`config.mk`:
```
export PLATFORM = sky130hd
export DESIGN_NAME = wrte_ctrl
export DESIGN_NICKNAME = d
export VERILOG_FILES = /design/src/rtl/core/wrte_pkg.sv /design/src/rtl/core/wrte_ctrl.sv
export SDC_FILE = /design/constraint.sdc
export NUM_CORES = 1
export LEC_CHECK = 0
export BUFFER_PORTS_ARGS = -buffer_cell sky130_fd_sc_hd__buf_4
export CAP_MARGIN = 20
export CORE_MARGIN = 2
export CORE_UTILIZATION = 45
export DETAILED_ROUTE_END_ITERATION = 8
export PLACE_DENSITY = 0.73
export REMOVE_ABC_BUFFERS = 1
export SKIP_CTS_REPAIR_TIMING = 1
export SLEW_MARGIN = 20
export SYNTH_ARGS = -nofsm -noshare
export SYNTH_HDL_FRONTEND = slang
export SYNTH_SLANG_ARGS = --single-unit
```
`constraint.sdc`:
```
create_clock -name clk -period 1.75 [get_ports clk]
set_clock_uncertainty 0.15 [all_clocks]
set_input_delay 0.2625 -clock clk [delete_from_list [all_inputs] [get_ports clk]]
set_output_delay 0.2625 -clock clk [all_outputs]
set_load 0.005 [all_outputs]
```
`src/rtl/core/wrte_pkg.sv`:
```
// ----------------------------------------------------------------------------
// wrte_pkg: shared types and constants for the window regression estimator
// Field widths, sum widths sized for the largest window, datapath action and
// multiply operand codes, and the command/status structs.
// ----------------------------------------------------------------------------
package wrte_pkg;

	localparam int WINDOW_DEF = 20;

	localparam int X_W    = 32;   // sample time
	localparam int Y_W    = 14;   // percent in hundredths
	localparam int SX_W   = 40;   // sum of x
	localparam int SY_W   = 24;   // sum of y
	localparam int SXY_W  = 56;   // sum of x*y
	localparam int SXX_W  = 70;   // exact sum of x*x
	localparam int D_W    = 74;   // n*Sxx - Sx^2
	localparam int NMAG_W = 56;   // |n*Sxy - Sx*Sy|
	localparam int PMAG_W = 20;   // |10000*n - Sy|
	localparam int MA_W   = 74;   // multiplicand
	localparam int MB_W   = 40;   // multiplier (consumed one bit per cycle)
	localparam int P_W    = 96;   // product and dividend
	localparam int DEN_W  = 62;   // divisor

	localparam int PCT_FULL = 10000;

	localparam logic [X_W-1:0] THR_RST   = 32'd800000;
	localparam logic [X_W-1:0] NOEST_RST = 32'd60000;

	localparam int CFG_IDX_W = 2;
	localparam logic [CFG_IDX_W-1:0] CFG_THR   = 2'd0;
	localparam logic [CFG_IDX_W-1:0] CFG_NOEST = 2'd1;

	// datapath actions
	localparam int ACT_W = 5;
	localparam logic [ACT_W-1:0] ACT_NONE       = 5'd0;
	localparam logic [ACT_W-1:0] ACT_LOAD       = 5'd1;
	localparam logic [ACT_W-1:0] ACT_SET_ORIGIN = 5'd2;
	localparam logic [ACT_W-1:0] ACT_RD_HEAD    = 5'd3;
	localparam logic [ACT_W-1:0] ACT_DROP       = 5'd4;
	localparam logic [ACT_W-1:0] ACT_CUR_OLD    = 5'd5;
	localparam logic [ACT_W-1:0] ACT_REBASE     = 5'd6;
	localparam logic [ACT_W-1:0] ACT_SUMS       = 5'd7;
	localparam logic [ACT_W-1:0] ACT_ACC_XY     = 5'd8;
	localparam logic [ACT_W-1:0] ACT_ACC_XX     = 5'd9;
	localparam logic [ACT_W-1:0] ACT_W_RD       = 5'd10;
	localparam logic [ACT_W-1:0] ACT_W_FIX      = 5'd11;
	localparam logic [ACT_W-1:0] ACT_W_NEXT     = 5'd12;
	localparam logic [ACT_W-1:0] ACT_LOG_X      = 5'd13;
	localparam logic [ACT_W-1:0] ACT_R1         = 5'd14;
	localparam logic [ACT_W-1:0] ACT_D          = 5'd15;
	localparam logic [ACT_W-1:0] ACT_N          = 5'd16;
	localparam logic [ACT_W-1:0] ACT_NUM        = 5'd17;
	localparam logic [ACT_W-1:0] ACT_DIV        = 5'd18;
	localparam logic [ACT_W-1:0] ACT_RES_EST    = 5'd19;
	localparam logic [ACT_W-1:0] ACT_RES_NOEST  = 5'd20;

	// multiply operand selects
	localparam int MOP_W = 4;
	localparam logic [MOP_W-1:0] MOP_XY      = 4'd0;
	localparam logic [MOP_W-1:0] MOP_XX      = 4'd1;
	localparam logic [MOP_W-1:0] MOP_N_SXX   = 4'd2;
	localparam logic [MOP_W-1:0] MOP_SX_SX   = 4'd3;
	localparam logic [MOP_W-1:0] MOP_N_SXY   = 4'd4;
	localparam logic [MOP_W-1:0] MOP_SX_SY   = 4'd5;
	localparam logic [MOP_W-1:0] MOP_SX_NMAG = 4'd6;
	localparam logic [MOP_W-1:0] MOP_D_PMAG  = 4'd7;
	localparam logic [MOP_W-1:0] MOP_N_NMAG  = 4'd8;

	typedef struct packed {
		logic [ACT_W-1:0] act;
		logic             mul_start;
		logic [MOP_W-1:0] mop;
	} cmd_t;

	typedef struct packed {
		logic mode;
		logic cnt_zero;
		logic cnt_full;
		logic cnt_lt2;
		logic old_below;
		logic walk_last;
		logic d_zero;
		logic n_eq;
		logic mul_busy;
		logic div_busy;
		logic out_busy;
	} sts_t;

endpackage

```
`src/rtl/core/wrte_ctrl.sv`:
```
// ----------------------------------------------------------------------------
// wrte_ctrl: estimator sequencer
// Walks log, drop/rebase and fit steps, issuing one datapath action per cycle except while it waits on a busy unit.
// ----------------------------------------------------------------------------
module wrte_ctrl (
	input  logic           clk,
	input  logic           arst_n,
	input  logic           in_valid,
	output logic           in_ready,
	input  wrte_pkg::sts_t sts,
	output wrte_pkg::cmd_t cmd
);

	localparam int ST_W = 5;
	localparam logic [ST_W-1:0] ST_IDLE   = 5'd0;
	localparam logic [ST_W-1:0] ST_DISP   = 5'd1;
	localparam logic [ST_W-1:0] ST_DROP_W = 5'd2;
	localparam logic [ST_W-1:0] ST_DROP_C = 5'd3;
	localparam logic [ST_W-1:0] ST_U_XY   = 5'd4;
	localparam logic [ST_W-1:0] ST_U_XY_W = 5'd5;
	localparam logic [ST_W-1:0] ST_U_XX   = 5'd6;
	localparam logic [ST_W-1:0] ST_U_XX_W = 5'd7;
	localparam logic [ST_W-1:0] ST_W_RD   = 5'd8;
	localparam logic [ST_W-1:0] ST_W_WAIT = 5'd9;
	localparam logic [ST_W-1:0] ST_W_NEXT = 5'd10;
	localparam logic [ST_W-1:0] ST_LOG_X  = 5'd11;
	localparam logic [ST_W-1:0] ST_Q0     = 5'd12;
	localparam logic [ST_W-1:0] ST_Q1     = 5'd13;
	localparam logic [ST_W-1:0] ST_Q2     = 5'd14;
	localparam logic [ST_W-1:0] ST_Q3     = 5'd15;
	localparam logic [ST_W-1:0] ST_Q4     = 5'd16;
	localparam logic [ST_W-1:0] ST_Q5     = 5'd17;
	localparam logic [ST_W-1:0] ST_Q6     = 5'd18;
	localparam logic [ST_W-1:0] ST_Q7     = 5'd19;
	localparam logic [ST_W-1:0] ST_Q8     = 5'd20;
	localparam logic [ST_W-1:0] ST_Q9     = 5'd21;
	localparam logic [ST_W-1:0] ST_Q10    = 5'd22;
	localparam logic [ST_W-1:0] ST_Q11    = 5'd23;
	localparam logic [ST_W-1:0] ST_Q12    = 5'd24;
	localparam logic [ST_W-1:0] ST_Q13    = 5'd25;
	localparam logic [ST_W-1:0] ST_Q14    = 5'd26;
	localparam logic [ST_W-1:0] ST_RES    = 5'd27;
	localparam logic [ST_W-1:0] ST_NOEST  = 5'd28;

	// where a sample update returns to
	localparam logic [1:0] RET_LOGX = 2'd0;
	localparam logic [1:0] RET_WALK = 2'd1;
	localparam logic [1:0] RET_DONE = 2'd2;

	logic [ST_W-1:0] state_q, state_d;
	logic [1:0]      ret_q, ret_d;

	always_ff @(posedge clk or negedge arst_n) begin
		if (!arst_n) begin
			state_q <= ST_IDLE;
			ret_q   <= RET_DONE;
		end else begin
			state_q <= state_d;
			ret_q   <= ret_d;
		end
	end

	always_comb begin
		state_d       = state_q;
		ret_d         = ret_q;
		cmd.act       = wrte_pkg::ACT_NONE;
		cmd.mul_start = 1'b0;
		cmd.mop       = wrte_pkg::MOP_XY;
		case (state_q)
			ST_IDLE: begin
				if (in_valid) begin
					cmd.act = wrte_pkg::ACT_LOAD;
					state_d = ST_DISP;
				end
			end
			ST_DISP: begin
				if (sts.mode) begin
					state_d = ST_Q0;
				end else if (sts.cnt_zero) begin
					cmd.act = wrte_pkg::ACT_SET_ORIGIN;
					state_d = ST_LOG_X;
				end else if (sts.cnt_full) begin
					cmd.act = wrte_pkg::ACT_RD_HEAD;
					state_d = ST_DROP_W;
				end else begin
					state_d = ST_LOG_X;
				end
			end
			ST_DROP_W: begin
				cmd.act = wrte_pkg::ACT_DROP;
				state_d = ST_DROP_C;
			end
			ST_DROP_C: begin
				if (sts.old_below) begin
					cmd.act = wrte_pkg::ACT_CUR_OLD;
					ret_d   = RET_LOGX;
					state_d = ST_U_XY;
				end else begin
					cmd.act = wrte_pkg::ACT_REBASE;
					state_d = ST_W_RD;
				end
			end
			ST_U_XY: begin
				cmd.act       = wrte_pkg::ACT_SUMS;
				cmd.mul_start = 1'b1;
				cmd.mop       = wrte_pkg::MOP_XY;
				state_d       = ST_U_XY_W;
			end
			ST_U_XY_W: begin
				if (!sts.mul_busy) begin
					cmd.act = wrte_pkg::ACT_ACC_XY;
					state_d = ST_U_XX;
				end
			end
			ST_U_XX: begin
				cmd.mul_start = 1'b1;
				cmd.mop       = wrte_pkg::MOP_XX;
				state_d       = ST_U_XX_W;
			end
			ST_U_XX_W: begin
				if (!sts.mul_busy) begin
					cmd.act = wrte_pkg::ACT_ACC_XX;
					case (ret_q)
						RET_LOGX: state_d = ST_LOG_X;
						RET_WALK: state_d = ST_W_NEXT;
						default:  state_d = ST_IDLE;
					endcase
				end
			end
			ST_W_RD: begin
				cmd.act = wrte_pkg::ACT_W_RD;
				state_d = ST_W_WAIT;
			end
			ST_W_WAIT: begin
				cmd.act = wrte_pkg::ACT_W_FIX;
				ret_d   = RET_WALK;
				state_d = ST_U_XY;
			end
			ST_W_NEXT: begin
				cmd.act = wrte_pkg::ACT_W_NEXT;
				state_d = sts.walk_last ? ST_LOG_X : ST_W_RD;
			end
			ST_LOG_X: begin
				cmd.act = wrte_pkg::ACT_LOG_X;
				ret_d   = RET_DONE;
				state_d = ST_U_XY;
			end
			ST_Q0: begin
				if (sts.cnt_lt2) begin
					state_d = ST_NOEST;
				end else begin
					cmd.mul_start = 1'b1;
					cmd.mop       = wrte_pkg::MOP_N_SXX;
					state_d       = ST_Q1;
				end
			end
			ST_Q1: begin
				if (!sts.mul_busy) begin
					cmd.act = wrte_pkg::ACT_R1;
					state_d = ST_Q2;
				end
			end
			ST_Q2: begin
				cmd.mul_start = 1'b1;
				cmd.mop       = wrte_pkg::MOP_SX_SX;
				state_d       = ST_Q3;
			end
			ST_Q3: begin
				if (!sts.mul_busy) begin
					cmd.act = wrte_pkg::ACT_D;
					state_d = ST_Q4;
				end
			end
			ST_Q4: begin
				if (sts.d_zero) begin
					state_d = ST_NOEST;
				end else begin
					cmd.mul_start = 1'b1;
					cmd.mop       = wrte_pkg::MOP_N_SXY;
					state_d       = ST_Q5;
				end
			end
			ST_Q5: begin
				if (!sts.mul_busy) begin
					cmd.act = wrte_pkg::ACT_R1;
					state_d = ST_Q6;
				end
			end
			ST_Q6: begin
				cmd.mul_start = 1'b1;
				cmd.mop       = wrte_pkg::MOP_SX_SY;
				state_d       = ST_Q7;
			end
			ST_Q7: begin
				if (!sts.mul_busy) begin
					if (sts.n_eq) begin
						state_d = ST_NOEST;
					end else begin
						cmd.act = wrte_pkg::ACT_N;
						state_d = ST_Q8;
					end
				end
			end
			ST_Q8: begin
				cmd.mul_start = 1'b1;
				cmd.mop       = wrte_pkg::MOP_SX_NMAG;
				state_d       = ST_Q9;
			end
			ST_Q9: begin
				if (!sts.mul_busy) begin
					cmd.act = wrte_pkg::ACT_R1;
					state_d = ST_Q10;
				end
			end
			ST_Q10: begin
				cmd.mul_start = 1'b1;
				cmd.mop       = wrte_pkg::MOP_D_PMAG;
				state_d       = ST_Q11;
			end
			ST_Q11: begin
				if (!sts.mul_busy) begin
					cmd.act = wrte_pkg::ACT_NUM;
					state_d = ST_Q12;
				end
			end
			ST_Q12: begin
				cmd.mul_start = 1'b1;
				cmd.mop       = wrte_pkg::MOP_N_NMAG;
				state_d       = ST_Q13;
			end
			ST_Q13: begin
				if (!sts.mul_busy) begin
					cmd.act = wrte_pkg::ACT_DIV;
					state_d = ST_Q14;
				end
			end
			ST_Q14: begin
				if (!sts.div_busy) begin
					state_d = ST_RES;
				end
			end
			ST_RES: begin
				if (!sts.out_busy) begin
					cmd.act = wrte_pkg::ACT_RES_EST;
					state_d = ST_IDLE;
				end
			end
			ST_NOEST: begin
				if (!sts.out_busy) begin
					cmd.act = wrte_pkg::ACT_RES_NOEST;
					state_d = ST_IDLE;
				end
			end
			default: begin
				state_d = ST_IDLE;
			end
		endcase
	end

	assign in_ready = (state_q == ST_IDLE);

endmodule

```
==> impl_metrics.json <==
{
  "outcome": "finished, violations left",
  "violations": "setup timing",
  "worst-endpoint-required_ps": 1340,
  "drc": 0,
  "start_kind": "flip-flop",
  "drtIter0Drc": 227,
  "synth_largest_area_cell": "dfrtp_1",
  "fmax_mhz": 431.9,
  "muxShareOfSynthArea_pct": 4.724,
  "fin_cells": 268,
  "die_h_um": 53.72,
  "cts.htree.levels": 1,
  "setup_slack_ps": -565.1,
  "setup_viol": 18,
  "grt_max_degree": 21,
  "async_reset_ff_share_pct": 100.0,
  "max-vdd-ir-drop_uv": 1691,
  "io_pins": 25,
  "antenna_found_initial": 0,
  "avgSynthCellArea_um2": 7.270,
  "path_buf_inv": 2,
  "synth_edf_count": 0,
  "syn_inst": 153,
  "initial_core_util_pct": 46.16,
  "setup.worst_path.end_class": "output port",
  "tightest_slew_ps": 463.7,
  "synth_most_common_cell": "a21oi_1",
  "gp_congestion": 0.9790,
  "crit_fanout": 8,
  "internal_power_uw": 2558,
  "grt-ovfl-total": 0,
  "dp_hpwl_mm": 3.502,
  "path_cells": "buf_6 -> or3b_1 -> o311ai_1 -> buf_4",
  "num_rows": 18,
  "antenna_left": 0,
  "coreArea_um2": 2410,
  "ys_seq_area_share_pct": 15.86,
  "combPwrFrac_pct": 87.9,
  "wl_met3_um": 832,
  "place_inst": 241,
  "wl_met1_mm": 2.347,
  "criticalPathCategory": "flip-flop to output port",
  "pwr-share-seq_pct": 8.9,
  "power_density_nw_per_um2": 2280,
  "topRoutingLayerUsed": "met4",
  "clk_latency_ps": 270,
  "grt_pass1_wl_mm": 7.003,
  "fillCellCount": 102,
  "period_share_pct": 132.3,
  "ys_types": 54,
  "root_buffer": "clkbuf_4",
  "cp.arrival_ps": 1900,
  "via_per_inst": 7.056,
  "seq_area_um2": 182.7,
  "swShare_pct": 47.61,
  "timing_hold_violations_final": 0,
  "setup-tns-final_ps": -5048,
  "rsz0062_at_grt": "true",
  "io_buffers": 24,
  "final_nets": 253,
  "final_max_slew_viol_count": 0,
  "totalWireLength_mm": 6.778,
  "drive_above_1_share_pct": 57.98,
  "place_ws_ps": -308.9,
  "crit_path_max_incr_delay_ps": 460,
  "drv_cap": 0,
  "p_leak_uw": 0.0009434,
  "yosys.area_share.xor_xnor_pct": 0.7874,
  "cts_buffer_depth": 2,
  "synth_warnings": 0,
  "cts_buffers": 3,
  "layout-area-overhead-vs-synth_pct": 92.58,
  "cts_sinks": 7,
  "dieArea_um2": 2885,
  "path_delay_family": "flip-flops",
  "pwr-share-clk_pct": 3.3,
  "detail_route.wl_per_cell_um": 25.29,
  "multi_input_area_um2": 1031,
  "ys.flop_type": "dfrtp_1",
  "synth_area_leaders": "dfrtp_1 (13%), a21oi_1 (6.7%), nand2b_1 (6.7%)",
  "whs_ps": 189.9,
  "power_switching_uw": 2325,
  "ys_seq_elements": 7,
  "firstDrtPassIters": 6,
  "synthSimpleGateAreaFrac_pct": 32.17,
  "hp-class": "primary input to async pin",
  "synth_commonest_cells": "a21oi_1 (15), nand2b_1 (12), nor2_1 (12)",
  "synthAdderAreaFrac_pct": 0,
  "met2_length_mm": 3.005,
  "post-route-util_pct": 88.89,
  "period_needed_ps": 2315,
  "slowest_stage": "dfrtp_2",
  "slew_headroom_pct": 68.85,
  "grt_util_all_layers_pct": 33.86,
  "netlist_area_um2": 1112,
  "first_global_vias": 1512,
  "cts_tree": "built",
  "clk_transition_reported_paths_ps": 60,
  "via_count": 1891,
  "synth_top_area_share_pct": 13.50,
  "diodes": 0,
  "synth_top_family_by_area": "compound AO/OA/AOI/OAI gates",
  "die_w_um": 53.72,
  "synth_compound_area_share_pct": 37.80
}
## power groups by stage
stage	registers, uW	clock network (uW)	logic (uW)
finish	433	160	4290
global route	437	168	4500
CTS	416	160	2770
detailed placement	418	0	2760
global placement	409	0	2710
floorplan	548	0	1160
## final timing paths
path / slack [ps] / cells past startpoint / startpoint / endpoint
setup reg to reg: -390 / 7 / state_q[1] / state_q[4]
hold / removal: 190 / 2 / arst_n / state_q[3]
max in group asynchronous: 1040 / 2 / arst_n / ret_q[1]
hold reg to reg: 400 / 1 / ret_q[0] / ret_q[0]
min in group clk: 400 / 1 / ret_q[0] / ret_q[0]
setup / recovery: -570 / 4 / state_q[2] / cmd[9]
## sequential cells by signal, indices dropped and copies added, names as in the netlist
signal   flops
state_q      5
ret_q        2
## cell type report
cell class,count,share of cell area (%)
clock buffers,4,1.227
inverters,5,0.9930
multi-input cells,127,48.13
flip-flops and latches,7,8.528
well taps,30,1.752
repair buffers,95,39.37
## cells by family after synthesis
family                 count (synthesis)
buffers and inverters                 19
XOR/XNOR                               1
multiplexers                           5
AO/OA/AOI/OAI                         59
AND/OR/NAND/NOR                       62
flip-flops                             7
## worst reg2reg max path, stage by stage, from the launching register on
cell       delay (ps)
dfrtp_2           480
buf_6             160
clkbuf_16         150
nand3b_1          130
a21oi_1           140
nor4_4            370
o211ai_1          190
a22o_1            270
## layer usage
layer  vias up  GRT usage [%]
met4         0          17.52
met1       857          41.46
met2       210          57.72
met3        73          3.889
li1        751              -
met5         -              0
## cells in the final DEF (no fill, tap or decap), types with 3 or more instances in the layout
cell      count
inv_1         3
nand2_1       7
nand3_1       3
mux2i_1       3
or3_1         3
nand2b_1      9
o22ai_1       3
nor2_1        9
o21ai_0       4
nand2b_4      3
a21oi_1      11
dfrtp_2       5
buf_6        18
o31ai_1       3
clkbuf_4      3
o311ai_1      3
nor2b_1       4
o211ai_1      3
buf_4        72
nor3_1        3
## through the flow
| stage | instance area [um2] | total power [uW] |
|---|---|---|
| after global routing | 2142 | 5103 |
| after CTS | 1664 | 3349 |
| after floorplan | 1035 | 1706 |
| after global placement | 1638 | 3119 |
| final | 2142 | 4883 |
| after detailed placement | 1638 | 3179 |
(Power assumes the default switching activity.)
